`config.mk`:
```
export PLATFORM = sky130hd
export DESIGN_NAME = cordic_sine_cosine_q14
export DESIGN_NICKNAME = d
export VERILOG_FILES = /design/src/hdl/csq_pkg.sv /design/src/hdl/csq_reduce.sv /design/src/hdl/csq_cordic.sv /design/src/hdl/cordic_sine_cosine_q14.sv
export SDC_FILE = /design/constraint.sdc
export NUM_CORES = 1
export LEC_CHECK = 0
export ABC_AREA = 1
export BUFFER_PORTS_ARGS = -buffer_cell sky130_fd_sc_hd__buf_2
export CORE_ASPECT_RATIO = 2
export CORE_MARGIN = 8
export CORE_UTILIZATION = 55
export DETAILED_ROUTE_END_ITERATION = 16
export GPL_TIMING_DRIVEN = 0
export PLACE_DENSITY = 0.8
export SETUP_SLACK_MARGIN = 0.1
export SLEW_MARGIN = 20
export SYNTH_ARGS = -nofsm -noshare
export SYNTH_HDL_FRONTEND = slang
export SYNTH_SLANG_ARGS = --single-unit
```
`constraint.sdc`:
```
create_clock -name aclk -period 29.3 [get_ports aclk]
set_input_delay 4.395 -clock aclk [delete_from_list [all_inputs] [get_ports aclk]]
set_output_delay 4.395 -clock aclk [all_outputs]
set_load 0.1 [all_outputs]
```
`src/hdl/csq_pkg.sv`:
```
// Shared types, Q14 constants and the CORDIC rotation step for the sine/cosine block.
// No dependencies; imported by every module of the block.
`timescale 1ns / 1ps

package csq_pkg;

    // Field widths
    localparam int ANGLE_W = 20;            // input angle, signed Q14
    localparam int RES_W   = 16;            // result, signed Q14
    localparam int ACC_W   = ANGLE_W + 1;   // angle after the optional +pi/2
    localparam int MAG_W   = ANGLE_W;       // magnitude of that sum
    localparam int ZW      = 18;            // reduced angle and CORDIC z
    localparam int XYW     = 18;            // CORDIC x and y

    // Rotation count, split over two register stages
    localparam int ITERATIONS = 10;
    localparam int ITER_A     = ITERATIONS / 2;
    localparam int ITER_B     = ITERATIONS - ITER_A;

    // Q14 constants
    localparam int TWO_PI    = 102944;
    localparam int PI_Q      = 51472;
    localparam int HALF_PI   = 25736;
    localparam int START_X   = 9949;
    localparam int SAT_Q     = 16448;
    // |angle + pi/2| never reaches six turns of 2*pi
    localparam int MAX_TURNS = 5;

    localparam int ATAN_Q14 [16] = '{
        12868, 7596, 4014, 2037, 1022, 511, 256, 128,
        64, 32, 16, 8, 4, 2, 1, 1
    };

    typedef struct packed {
        logic                      valid;
        logic signed [ANGLE_W-1:0] angle_q14;
        logic                      want_cosine;
    } ang_beat_t;

    typedef struct packed {
        logic                 valid;
        logic signed [ZW-1:0] z;
    } z_beat_t;

    typedef struct packed {
        logic                    valid;
        logic signed [RES_W-1:0] result_q14;
    } res_beat_t;

    typedef struct packed {
        logic signed [XYW-1:0] x;
        logic signed [XYW-1:0] y;
        logic signed [ZW-1:0]  z;
    } rot_t;

    // One rotation-mode step; shifts are floor (arithmetic) shifts
    function automatic rot_t cordic_rot(input rot_t s, input int i);
        logic signed [XYW-1:0] dx;
        logic signed [XYW-1:0] dy;
        logic signed [ZW-1:0]  ang;
        rot_t                  r;
        dx  = s.y >>> i;
        dy  = s.x >>> i;
        ang = ZW'(ATAN_Q14[i]);
        if (s.z >= 0) begin
            r.x = s.x - dx;
            r.y = s.y + dy;
            r.z = s.z - ang;
        end else begin
            r.x = s.x + dx;
            r.y = s.y - dy;
            r.z = s.z + ang;
        end
        return r;
    endfunction

endpackage

```
`src/hdl/csq_reduce.sv`:
```
// Range reduction: optional +pi/2, truncated remainder by 2*pi, folds into [-pi/2, pi/2].
// Two register stages with per-stage flow control. Depends on csq_pkg.
`timescale 1ns / 1ps

module csq_reduce (
    input  logic              aclk,
    input  logic              aresetn,
    input  csq_pkg::ang_beat_t in_beat,
    output logic              in_ready,
    output csq_pkg::z_beat_t  out_beat,
    input  logic              out_ready
);
    import csq_pkg::*;

    z_beat_t              rem_reg;
    z_beat_t              rem_next;
    z_beat_t              z_reg;
    z_beat_t              z_next;
    logic                 rem_en;
    logic                 z_en;

    logic signed [ACC_W-1:0] acc;
    logic                    neg;
    logic [MAG_W-1:0]        mag;
    logic [MAG_W-1:0]        turns_sub;
    logic [MAG_W-1:0]        rem_u;
    logic signed [ZW-1:0]    f;

    assign z_en     = !z_reg.valid || out_ready;
    assign rem_en   = !rem_reg.valid || z_en;
    assign in_ready = rem_en;
    assign out_beat = z_reg;

    // stage 1: remainder keeps the sign of the dividend
    always_comb begin
        acc = {in_beat.angle_q14[ANGLE_W-1], in_beat.angle_q14}
            + (in_beat.want_cosine ? ACC_W'(HALF_PI) : ACC_W'(0));
        neg = acc[ACC_W-1];
        mag = neg ? MAG_W'(-acc) : MAG_W'(acc);
        turns_sub = '0;
        for (int n = 1; n <= MAX_TURNS; n++) begin
            if (mag >= MAG_W'(n * TWO_PI)) begin
                turns_sub = MAG_W'(n * TWO_PI);
            end
        end
        rem_u = mag - turns_sub;
        rem_next.valid = in_beat.valid;
        rem_next.z     = neg ? -ZW'(rem_u) : ZW'(rem_u);
    end

    // stage 2: fold into [-pi, pi], then reflect about +-pi/2
    always_comb begin
        f = rem_reg.z;
        if (f > PI_Q) begin
            f = ZW'(f - TWO_PI);
        end else if (f < -PI_Q) begin
            f = ZW'(f + TWO_PI);
        end
        if (f > HALF_PI) begin
            f = ZW'(PI_Q - f);
        end else if (f < -HALF_PI) begin
            f = ZW'(-PI_Q - f);
        end
        z_next.valid = rem_reg.valid;
        z_next.z     = f;
    end

    always_ff @(posedge aclk) begin
        if (!aresetn) begin
            rem_reg.valid <= 1'b0;
            z_reg.valid   <= 1'b0;
        end else begin
            if (rem_en) begin
                rem_reg <= rem_next;
            end
            if (z_en) begin
                z_reg <= z_next;
            end
        end
    end

    assert property (@(posedge aclk) disable iff (!aresetn)
        rem_reg.valid |-> (rem_reg.z < TWO_PI && rem_reg.z > -TWO_PI))
        else $error("remainder outside one turn");

    assert property (@(posedge aclk) disable iff (!aresetn)
        z_reg.valid |-> (z_reg.z <= HALF_PI && z_reg.z >= -HALF_PI))
        else $error("folded angle outside [-pi/2, pi/2]");

    assert property (@(posedge aclk) disable iff (!aresetn)
        (rem_reg.valid && !rem_en) |=> (rem_reg.valid && $stable(rem_reg.z)))
        else $error("stalled remainder stage lost its beat");

endmodule

```
`src/hdl/csq_cordic.sv`:
```
// Rotation-mode CORDIC in two register stages, then saturation of y into the result.
// Depends on csq_pkg (step function, arctangent table, constants).
`timescale 1ns / 1ps

module csq_cordic (
    input  logic               aclk,
    input  logic               aresetn,
    input  csq_pkg::z_beat_t   in_beat,
    output logic               in_ready,
    output csq_pkg::res_beat_t out_beat,
    input  logic               out_ready
);
    import csq_pkg::*;

    rot_t      mid_reg;
    rot_t      mid_next;
    logic      mid_valid_reg;
    res_beat_t res_reg;
    res_beat_t res_next;
    logic      mid_en;
    logic      res_en;
    rot_t      fin;

    assign res_en   = !res_reg.valid || out_ready;
    assign mid_en   = !mid_valid_reg || res_en;
    assign in_ready = mid_en;
    assign out_beat = res_reg;

    // first half of the rotations
    always_comb begin
        mid_next.x = XYW'(START_X);
        mid_next.y = '0;
        mid_next.z = in_beat.z;
        for (int i = 0; i < ITER_A; i++) begin
            mid_next = cordic_rot(mid_next, i);
        end
    end

    // second half, then clamp
    always_comb begin
        fin = mid_reg;
        for (int i = ITER_A; i < ITERATIONS; i++) begin
            fin = cordic_rot(fin, i);
        end
        res_next.valid = mid_valid_reg;
        if (fin.y > SAT_Q) begin
            res_next.result_q14 = RES_W'(SAT_Q);
        end else if (fin.y < -SAT_Q) begin
            res_next.result_q14 = RES_W'(-SAT_Q);
        end else begin
            res_next.result_q14 = RES_W'(fin.y);
        end
    end

    always_ff @(posedge aclk) begin
        if (!aresetn) begin
            mid_valid_reg <= 1'b0;
            res_reg.valid <= 1'b0;
        end else begin
            if (mid_en) begin
                mid_valid_reg <= in_beat.valid;
            end
            if (res_en) begin
                res_reg.valid <= res_next.valid;
            end
        end
        if (res_en) begin
            res_reg.result_q14 <= res_next.result_q14;
        end
    end

    always_ff @(posedge aclk) begin
        if (mid_en) begin
            mid_reg <= mid_next;
        end
    end

    assert property (@(posedge aclk) disable iff (!aresetn)
        res_reg.valid |-> (res_reg.result_q14 <= SAT_Q && res_reg.result_q14 >= -SAT_Q))
        else $error("result outside saturation range");

    assert property (@(posedge aclk) disable iff (!aresetn)
        mid_valid_reg |-> (mid_reg.x > 0))
        else $error("CORDIC x went non-positive mid-way");

    assert property (@(posedge aclk) disable iff (!aresetn)
        (res_reg.valid && !out_ready && mid_valid_reg) |=> mid_valid_reg)
        else $error("mid stage dropped a beat under stall");

endmodule

```
`src/hdl/cordic_sine_cosine_q14.sv`:
```
// Top level of the Q14 CORDIC sine/cosine block: input register, range reduction,
// CORDIC rotations. Depends on csq_pkg, csq_reduce and csq_cordic.
`timescale 1ns / 1ps

// Usage
//   s_ channel: one beat per angle. s_tdata[19:0] is the angle in radians,
//   signed Q14 (16384 = 1.0); s_tuser picks cosine (1) or sine (0).
//   m_ channel: one beat per input beat, in order. m_tdata is sin or cos in
//   signed Q14, clamped to +-16448.
//   Path: an accepted beat passes the input register, remainder and fold
//   registers and two CORDIC stages of five rotations each before m_tvalid
//   rises.
//   Throughput: one beat per cycle; every stage is a register with its own
//   valid bit, so the pipe takes a new beat each cycle while m_tready holds.
//   Stall: with m_tready low the result register holds its beat; earlier
//   stages keep filling their empty slots, and s_tready falls only once
//   all five stages hold a beat.
//   Reset (aresetn low, synchronous): all valid bits clear, no beat is in
//   flight; there is no other state.
//   No configuration registers.
module cordic_sine_cosine_q14 (
    input  logic        aclk,
    input  logic        aresetn,
    input  logic        s_tvalid,
    output logic        s_tready,
    input  logic [23:0] s_tdata,   // [19:0] angle_q14, [23:20] zero
    input  logic        s_tuser,   // [0] want_cosine
    output logic        m_tvalid,
    input  logic        m_tready,
    output logic [15:0] m_tdata    // [15:0] result_q14
);
    import csq_pkg::*;

    ang_beat_t in_reg;
    ang_beat_t in_next;
    logic      in_en;
    logic      red_ready;
    z_beat_t   red_beat;
    logic      cor_ready;
    res_beat_t res_beat;

    // input register
    assign in_en    = !in_reg.valid || red_ready;
    assign s_tready = in_en;

    always_comb begin
        in_next.valid       = s_tvalid;
        in_next.angle_q14   = s_tdata[ANGLE_W-1:0];
        in_next.want_cosine = s_tuser;
    end

    always_ff @(posedge aclk) begin
        if (!aresetn) begin
            in_reg.valid <= 1'b0;
        end else if (in_en) begin
            in_reg.valid <= in_next.valid;
        end
        if (in_en) begin
            in_reg.angle_q14   <= in_next.angle_q14;
            in_reg.want_cosine <= in_next.want_cosine;
        end
    end

    csq_reduce u_reduce (
        .aclk      (aclk),
        .aresetn   (aresetn),
        .in_beat   (in_reg),
        .in_ready  (red_ready),
        .out_beat  (red_beat),
        .out_ready (cor_ready)
    );

    csq_cordic u_cordic (
        .aclk      (aclk),
        .aresetn   (aresetn),
        .in_beat   (red_beat),
        .in_ready  (cor_ready),
        .out_beat  (res_beat),
        .out_ready (m_tready)
    );

    assign m_tvalid = res_beat.valid;
    assign m_tdata  = res_beat.result_q14;

    assert property (@(posedge aclk) disable iff (!aresetn)
        (in_reg.valid && !in_en) |=> (in_reg.valid && $stable(in_reg.angle_q14)))
        else $error("input register lost a stalled beat");

    assert property (@(posedge aclk) disable iff (!aresetn)
        (!s_tready) |-> (in_reg.valid && red_beat.valid && m_tvalid && !m_tready))
        else $error("input stalled while the pipe still had room");

    assert property (@(posedge aclk) disable iff (!aresetn)
        (s_tvalid && s_tready) |=> in_reg.valid)
        else $error("accepted beat not captured");

endmodule
```
Yosys cells after proc, flatten, opt, wreduce, memory -nomap -nowiden
Cells that the tools add are included.
Storage, ports and cells
  logic and storage cells: 133
  bits in registers: 132
  input bits: 29
Operators by class
  reduce and logical (&&, ||, !) cells: 13
  magnitude comparators: 21
  $add $sub $neg: 62
  multiplexer cells: 23
Operators with widths (count)
  $mux W54: 8
  $ge A18 B1 Y1 const B: 10
  $mux W18: 9
  $mux W36: 2
  $ge A20 B19 Y1 const B: 3
  $add A18 B10 Y18: 2
  $add A18 B10 Y18 const B: 2
  $add A18 B11 Y18: 2
  $add A18 B12 Y18: 2
  $add A18 B13 Y18: 2
  $add A18 B14 Y18: 2
  $add A18 B14 Y18 const B: 2
  $add A18 B15 Y18: 2
  $add A18 B16 Y18: 2
  $gt A18 B16 Y1 const B: 2
  $lt A18 B16 Y1 const B: 2
  $sub A17 B18 Y18 const A: 2
  $sub A18 B10 Y18: 2
  $sub A18 B10 Y18 const B: 2
  $sub A18 B11 Y18: 2
  $sub A18 B12 Y18: 2
  $sub A18 B13 Y18: 2
  $sub A18 B14 Y18: 2
  $sub A18 B14 Y18 const B: 2
  38 further kinds: 49

Depth between registers and ports, before layout
Gate-level depths: netlist of run 1.
  depth after elaboration: 13
  gate-level depth with buffers: 94
  gate-level depth less buffers: 92

By module
From an unflattened synthesis of run 1, not the netlist that was laid out.
Second synthesis, totals
  cells, all modules: 4467
  area total of the unflattened synthesis: 29261.8 um2
Modules (own cells, without submodules)
  csq_cordic: area each 22325.2 um2, cells each 3375, seq. area each 2142.1 um2, instances 1
  csq_reduce: area each 6259.8 um2, cells each 1065, seq. area each 1121.1 um2, instances 1
  cordic_sine_cosine_q14: area each 676.9 um2, cells each 27, seq. area each 650.6 um2, instances 1

Worst setup path after synthesis of run 1
OpenSTA, ideal clock, no wires.
  kind: reg2reg
  start point: register u_reduce.z_reg, in the netlist u_reduce.out_beat[17]
  end point: register u_cordic.mid_reg[53] (netlist name) (data pin)
  slack: 14.929 ns
  path buffers: 3
  period minus slack after synthesis: 14.371 ns
  setup time: 0.253 ns
  arrival time: 14.118 ns
  cell stages (with the launch flop): 90
  required time: 29.047 ns
  cell sequence: edfxtp_1 -> inv_1 -> ha_1 -> nand3_1 -> nor3_1 -> nand4_1 -> nand2_1 -> inv_1 -> ha_1 -> inv_1 -> o21bai_1 -> nand2_1 -> nand2_1 -> a21oi_1 -> o21ai_0 -> nand2_1 -> nand2_1 -> a21oi_1 -> [... 54 more ...] -> o211ai_1 -> a21oi_1 -> o21ai_0 -> a21oi_1 -> o21bai_1 -> nand2_1 -> nand2_1 -> a21oi_1 -> inv_1 -> a21oi_1 -> o21bai_1 -> nand2_1 -> nand2_1 -> a21oi_1 -> xor2_1 -> inv_1 -> nand2_1 -> nand2_1
RTL lines
  from (decl): line csq_reduce.sv:17  | z_beat_t z_reg;
  from (signal assigned): line csq_reduce.sv:77  | z_reg <= z_next;
  to (signal assigned): line csq_cordic.sv:74  | mid_reg <= mid_next;
  to (decl): line csq_cordic.sv:15  | rot_t mid_reg;

==> results.md, run 1 <==
* Via Count at 25,700
* Post-CTS Setup Repair Bufs at 0
* Count of warnings emitted by yosys at 0
* # IOs at 47
* Worst r2r src: u_reduce.out_beat[17]$_DFFE_PP_
* Post-synthesis sequential area ratio at about 15%
* Reg2reg end: u_cordic.mid_reg[53]$_DFFE_PP_
* Total CTS buffers at 17
* Final hold violations at 0
* Largest net degree at the start of global routing at 39
* Global-route met2 utilization at 38.6%
* Cell mode on critical path: nand2_1
* Fillers at 4,564
* Crit path DAT at 18.66 ns
* Main area contributors after synthesis: ha_1 19%, edfxtp_1 14%, xor2_1 12%, nand2_1 11%, inv_1 9.6%
* Mapped Cells at 3,989
* Fraction of registers with async set or reset after synthesis at 0%
* Post-synth EDFFs at 127
* Slowest cell on the critical path: a21oi_2
* Worst path required time at 29.51 ns
* Cell count of the worst reg-to-reg path at 89
* Flops & latches, synth at 132
* # diodes at 0
* ANT nets after route at 0
* Area Overhead vs Synth at 6.07%
* GR Util met3 at roughly 2.2%
* Nets at 4,505
* Final setup vio count at 0
* Root Buffer: clkbuf_16
* Initial antenna violation count at 0
* Core area at 48,800 um2
* Synth Flop Type: edfxtp_1
* Slew margin rel. at 29.5%
* Rows at 115
* Post-layout min period at 18.44 ns
* Global-route wire length before repair at 110 mm
* Crit path capture: u_cordic.mid_reg[53]$_DFFE_PP_
* Drc violations at 0
* Setup TNS at 0 ns
* Hold crit path type: reg2reg
* Most Crowded Layer GR: met2
* Share of layout cells above drive strength 1 at around 4.7%
* Setup slack after placement at 10.67 ns
* Slowest stage delay, CP at 0.81 ns
* Synth Net Count at between 4,000 and 5,000
* Die H at around 330 um
* CP top delay family: compound AO/OA/AOI/OAI gates
* Mapped Avg Cell Area at 6.76 um2
* Clock transition at the registers of the reported paths at roughly 0.080 ns
* Final Slew Violations at 0
* Total GRT Usage at between 20% and 30%
* Initial Util at between 50% and 60%
* H-tree depth at 4
* TritonCTS clock tree: done
* CTS resizes at 0
* Crit path launch type: flop
* Routability cong. at approximately 0.96
* Final WL at roughly 65 mm
* Worst Max-Slew Pin Slew at 1.06 ns
* Number of max-cap violations at 0
* PortBufs at 42
* Met1 Use GR at 29.5%
* Avg WL per Cell at 13.9 um
* DPL Wire Length at 55.0 mm
* CTS Hold Bufs at 0
* Die extent in x at around 170 um
* Setup ws final at ~11 ns
* Flop-to-flop setup slack at 10.86 ns
* WS Path Type: reg2reg
* Max Buffers Root-to-Sink at 2
* RSZ-0062 raised after global routing: no
* Synth cell types at 61
* Dominant cell type by area after synthesis: ha_1
* Status: finished clean
* WP buf/inv at 12
* Area share of the largest cell type after synthesis at a little under a fifth
* Fin crit share at 63.0%
* Grt total ovfl at 0
* Layout Cells excl Fill at 4,707
* Fin util at 58.7%
* Fmax at 54.2 MHz
* DRT iter0 DRCs at 1,802
* Cell Area, Synth at 27,000 um2
* Critical path startpoint: u_reduce.out_beat[17]$_DFFE_PP_
* Crit path depth at just under 90
* Via density at 5.47
* Die area at 56,800 um2
* Vias in the first global route at between 20,000 and 25,000
* Cells after DPL at 4,675
* Fin Clk Skew at about 0.016 ns
* Clock sinks at 132
* Crit-path max FO at 22
* Skew-Pair Late Insertion Delay at 0.46 ns
* Largest register FFs at 54
* Crit. End Element: flop
* Drt first pass iters at 8
area by class of cell:
| type | count | area, um2 | share of cell area (%) |
|---|---|---|---|
| plain buffers | 23 | 90.1 | 0.315 |
| flip-flops and latches | 132 | 3910 | 13.7 |
| clock inverters | 15 | 164 | 0.573 |
| inverters | 704 | 2640 | 9.23 |
| repair buffers | 43 | 230 | 0.804 |
| multi-input cells | 3130 | 20400 | 71.1 |
| well taps | 643 | 805 | 2.81 |
| clock buffers | 17 | 425 | 1.49 |
tightest hold or removal path, stage by stage, from the launching register on:
cell and delay [ns]:
dfxtp_1 0.30, inv_1 0.06, a21oi_1 0.06
logic make-up (layout without fill, tap and decap cells):
family	after synthesis	in the layout	share of synthesized area (%)
AND/OR/NAND/NOR	1510	1510	24.7
buffers and inverters	727	802	10.1
XOR/XNOR	471	471	15.4
flip-flops	132	132	14.5
adder cells (fa/ha/maj)	425	425	20.3
AO/OA/AOI/OAI	724	724	15.0
layer usage:
metal | vias up | wire length, um
li1 | 13200 | -
met1 | 11700 | 30300
met2 | 684 | 29900
met3 | 108 | 3490
met4 | 0 | 1780
met5 | - | 0
worst min-delay path by stage:
stage                                        start  depth (start not counted)                                   to
3_5_place_dp    u_reduce.out_beat[18]$_SDFFE_PN0P_                          2  u_cordic.mid_valid_reg$_SDFFE_PN0P_
4_1_cts        u_cordic.mid_valid_reg$_SDFFE_PN0P_                          2   u_cordic.out_beat[16]$_SDFFE_PN0P_
3_3_place_gp               in_reg[21]$_SDFFE_PN0P_                          2    u_reduce.rem_reg[18]$_SDFFE_PN0P_
6_report        u_reduce.out_beat[18]$_SDFFE_PN0P_                          2  u_cordic.mid_valid_reg$_SDFFE_PN0P_
5_1_grt        u_cordic.mid_valid_reg$_SDFFE_PN0P_                          2   u_cordic.out_beat[16]$_SDFFE_PN0P_
2_1_floorplan   u_reduce.out_beat[18]$_SDFFE_PN0P_                          2  u_cordic.mid_valid_reg$_SDFFE_PN0P_
cells in the mapped netlist, types with 21 or more instances:
cell / count
a21oi_1: 373
edfxtp_1: 127
fa_1: 21
ha_1: 404
inv_1: 691
nand2_1: 820
nand3_1: 207
nand4_1: 34
nor2_1: 257
nor3_1: 62
o21ai_0: 166
o21bai_1: 41
xnor2_1: 92
xor2_1: 374
placed cells by master, fill, tap and decap left out, types with 19 or more instances in the layout:
cell and count:
a21o_1 19, a21oi_1 372, buf_2 45, clkbuf_1 19
edfxtp_1 127, fa_1 21, ha_1 404, inv_1 690
nand2_1 820, nand2_2 19, nand3_1 207, nand4_1 34
nor2_1 256, nor3_1 62, o21ai_0 166, o21bai_1 41
xnor2_1 91, xor2_1 374
metrics by stage:
step | hold slack, ns | area, um2
floorplan | 0.436 | 27000
finish | 0.462 | 28600
global route | 0.495 | 28600
global placement | 0.447 | 28000
CTS | 0.463 | 28600
detailed placement | 0.457 | 28000
Power of run 1 is not shown: default switching activity piles up to over one toggle a cycle in this logic, so the estimate is an artifact.
==> run 2: changes to the inputs <==
- ABC_AREA: 1 -> 0
- clock period: 29.3 -> 18.35 ns (I/O delays scaled with it)
==> run 2 against run 1 <==
  * Setup slack worse by 9.9 ns
  * Critical path depth fell by 20
  * Cell count decreased by 14%
  * Global-route usage up 5.5 points
  * Critical endpoint is now u_cordic.out_beat[14]$_SDFFCE_PN1P_
  * Clock skew is 0.0012 ns higher
  * First-iteration DRC count fell by 34%
  * Non-clock buffer count rose by 58
==> results.md, run 2 <==
* Total GRT Usage at 28.2% (was 22.7%)
* Post-synth EDFFs at 127 (unchanged)
* Core area at 47,400 um2 (was 48,800 um2)
* Synth Net Count at 3,781 (was 4,443)
* Flops & latches, synth at 132 (unchanged)
* DPL Wire Length at 63.0 mm (was 55.0 mm)
* Final WL at 79.1 mm (was 65.5 mm)
* Post-synthesis sequential area ratio at 14.9% (was 14.5%)
* Slew margin rel. at 24.6% (was 29.5%)
* Routability cong. at 1.07 (was 0.955)
* Sequential cell area at 3910 um2 (unchanged)
* H-tree depth at 4 (unchanged)
* Clock transition at the registers of the reported paths at 0.06 ns (was 0.08 ns)
* Setup ws final at 0.968 ns (was 10.86 ns)
* Worst path required time at 18.57 ns (was 29.51 ns)
* Vias in the first global route at 25,300 (was 24,100)
* Global-route wire length before repair at 122 mm (was 110 mm)
* Final setup vio count at 0 (unchanged)
* Status: finished clean (unchanged)
* Initial antenna violation count at 1 (was 0)
* Nets at 3,864 (was 4,505)
* # diodes at 0 (unchanged)
* Count leader, synth: ha_1 (was nand2_1)
* Synth cell types at 106 (was 61)
* Number of max-cap violations at 0 (unchanged)
* Flop-to-flop setup slack at 0.97 ns (was 10.86 ns)
* Slowest cell on the critical path: a21oi_1 (was a21oi_2)
* Cell mode on critical path: a21oi_1 (was nand2_1)
* Largest register FFs at 54 (unchanged)
* Via density at 6.15 (was 5.47)
* Setup slack after placement at -2.64 ns (was 10.67 ns)
* Drc violations at 0 (unchanged)
* Most common cell after layout, fill and taps aside: ha_1 (was nand2_1)
* WS Path Type: reg2reg (unchanged)
* Hold path depth at 2 (unchanged)
* CTS Hold Bufs at 0 (unchanged)
* Final Slew Violations at 0 (unchanged)
* Min Hold Slack at 0.481 ns (was 0.462 ns)
* Max Buffers Root-to-Sink at 2 (unchanged)
* Hold crit path type: reg2reg (unchanged)
* Drt first pass iters at 6 (was 8)
* Area used by multi-input combinational logic at 21,300 um2 (was 20,400 um2)
* Cell count of the worst reg-to-reg path at 69 (was 89)
* Worst r2r src: u_cordic.mid_reg[17]$_DFFE_PP_ (was u_reduce.out_beat[17]$_DFFE_PP_)
* Synth Flop Type: edfxtp_1 (unchanged)
* Mapped Avg Cell Area at 7.90 um2 (was 6.76 um2)
* Avg WL per Cell at 19.5 um (was 13.9 um)
* Crit path launch type: flop (unchanged)
* Area share of the largest cell type after synthesis at 19.2% (was 18.7%)
* Most frequent cells in the layout: 404 x ha_1, 331 x xnor2_1, 312 x a21oi_1, 288 x nor2_1, 254 x inv_1 (was 820 x nand2_1, 690 x inv_1, 404 x ha_1, 374 x xor2_1, 372 x a21oi_1)
* Die extent in x at 171 um (was 173 um)
* Fmax at 57.5 MHz (was 54.2 MHz)
* Worst Max-Slew Pin Slew at 1.13 ns (was 1.06 ns)
* Fin Clk Skew at 0.0176 ns (was 0.0164 ns)
* Post-layout min period at 17.38 ns (was 18.44 ns)
* Fin crit share at 94.7% (was 63.0%)
* Die area at 55,400 um2 (was 56,800 um2)
* Total CTS buffers at 17 (unchanged)
* Crit. End Element: flop (unchanged)
* Largest net degree at the start of global routing at 55 (was 39)
* Top cells by count, synth: 404 x ha_1, 333 x xnor2_1, 314 x a21oi_1 (was 820 x nand2_1, 691 x inv_1, 404 x ha_1)
* Share of layout cells above drive strength 1 at 6.28% (was 4.75%)
* Initial Util at 55.5% (was 55.3%)
* RSZ-0062 raised after global routing: no (unchanged)
* Dominant cell type by area after synthesis: ha_1 (unchanged)
* Clock sinks at 132 (unchanged)
* ANT nets after route at 0 (unchanged)
* Count of warnings emitted by yosys at 0 (unchanged)
* Grt total ovfl at 0 (unchanged)
* Main area contributors after synthesis: ha_1 19%, edfxtp_1 15%, xnor2_1 11%, a21oi_1 6.0%, xor2_1 4.4% (was ha_1 19%, edfxtp_1 14%, xor2_1 12%, nand2_1 11%, inv_1 9.6%)
* Via Count at 24,900 (was 25,700)
* PortBufs at 42 (unchanged)
* Area Overhead vs Synth at 7.55% (was 6.07%)
* Fraction of registers with async set or reset after synthesis at 0% (unchanged)
* Crit-path max FO at 16 (was 22)
* Cell Area, Synth at 26,300 um2 (was 27,000 um2)
* Root Buffer: clkbuf_16 (unchanged)
* Mapped Cells at 3,327 (was 3,989)
* Hold Crit Endpoint: u_cordic.mid_valid_reg$_SDFFE_PN0P_ (unchanged)
* # IOs at 47 (unchanged)
* DRT iter0 DRCs at 1,190 (was 1,802)
* Skew-Pair Late Insertion Delay at 0.47 ns (was 0.46 ns)
* Die H at 325 um (was 329 um)
* Final hold violations at 0 (unchanged)
* Hold path start: u_reduce.out_beat[18]$_SDFFE_PN0P_ (unchanged)
* Crit path DAT at 17.60 ns (was 18.66 ns)
* Slowest stage delay, CP at 0.77 ns (was 0.81 ns)
* Rows at 113 (was 115)
* Reg2reg end: u_cordic.out_beat[14]$_SDFFCE_PN1P_ (was u_cordic.mid_reg[53]$_DFFE_PP_)
* Fillers at 4,274 (was 4,564)
* TritonCTS clock tree: done (unchanged)
[run 2: changes by cell type in the layout (fill, tap and decap cells not counted), moves of 31 or more]
cell and change:
nand2_1 -590, inv_1 -436, xor2_1 -245, xnor2_1 +240
nand3_1 -159, a21oi_1 -60, nor2b_1 +55, o21a_1 +55
a21o_1 +52, nand2b_1 +45, o21ai_0 +42, nor2_1 +32
clkbuf_1 +31
[run 2: worst max-delay path: cells and delay by family (launching register included)]
kind | cells | cell delay (ns)
adder cells (fa/ha/maj) | 8 | 2.56
buffers and inverters | 8 | 1.50
AO/OA/AOI/OAI | 26 | 6.07
multiplexers | 1 | 0.19
XOR/XNOR | 7 | 1.94
AND/OR/NAND/NOR | 19 | 4.45
flip-flops | 1 | 0.38
[run 2: cell type report]
cell class,count,area share [%]
buffer,59,0.912
clock buffer,21,1.56
clock inverter,11,0.447
inverter,263,3.56
multi-input combinational,2872,75.4
sequential,132,13.9
tap,632,2.80
timing repair buffer,65,1.47
[run 2: timing repair]
item | in CTS | in global routing
setup endpoints to repair | 43 | 37
setup buffers | 12 | 7
pin swaps | 2 | 2
gates resized for setup | 12 | 32
[run 2: stage by stage]
stage / cells / TNS [ns] / area, um2 / utilization (%)
CTS: 4048 / 0 / 28100 / 59.3
detailed placement: 4005 / -49.89 / 27400 / 57.8
global placement: 4001 / -242.42 / 27300 / 57.6
finish: 4055 / 0 / 28300 / 59.7
global route: 4055 / 0 / 28300 / 59.7
floorplan: 3327 / 0 / 26300 / -
[run 2: worst max path at each step]
| stage | start | endpoint | slack [ns] | cells past startpoint |
|---|---|---|---|---|
| 6_report | u_cordic.mid_reg[17]$_DFFE_PP_ | u_cordic.out_beat[14]$_SDFFCE_PN1P_ | 0.97 | 69 |
| 5_1_grt | u_reduce.out_beat[17]$_DFFE_PP_ | u_cordic.mid_reg[34]$_DFFE_PP_ | 0.11 | 81 |
| 4_1_cts | u_cordic.mid_reg[17]$_DFFE_PP_ | u_cordic.out_beat[14]$_SDFFCE_PN1P_ | 0.10 | 66 |
| 3_5_place_dp | u_reduce.out_beat[17]$_DFFE_PP_ | u_cordic.mid_reg[34]$_DFFE_PP_ | -2.64 | 80 |
| 3_3_place_gp | u_reduce.out_beat[17]$_DFFE_PP_ | u_cordic.mid_reg[34]$_DFFE_PP_ | -6.58 | 76 |
| 2_1_floorplan | u_reduce.out_beat[2]$_DFFE_PP_ | u_cordic.mid_reg[34]$_DFFE_PP_ | 1.86 | 77 |
[run 2: metal layers]
| layer | share of wire, % | up-vias | GRT usage, % |
|---|---|---|---|
| met5 | 0.014 | - | 0 |
| met4 | 11 | 2 | 28.4 |
| met3 | 4.1 | 441 | 4.85 |
| met2 | 55 | 745 | 55.4 |
| met1 | 30 | 11600 | 21.5 |
| li1 | - | 12200 | - |
[run 2: kinds of logic (layout without fill, tap and decap cells)]
kind of cell | count (synthesis) | count (layout) | share of synthesized area (%)
AND/OR/NAND/NOR | 937 | 937 | 17.4
adder cells (fa/ha/maj) | 425 | 425 | 20.8
multiplexers | 44 | 44 | 1.86
flip-flops | 132 | 132 | 14.9
buffers and inverters | 323 | 419 | 4.69
AO/OA/AOI/OAI | 990 | 990 | 24.0
XOR/XNOR | 476 | 476 | 16.3
Power of run 2 is left out for the same reason.
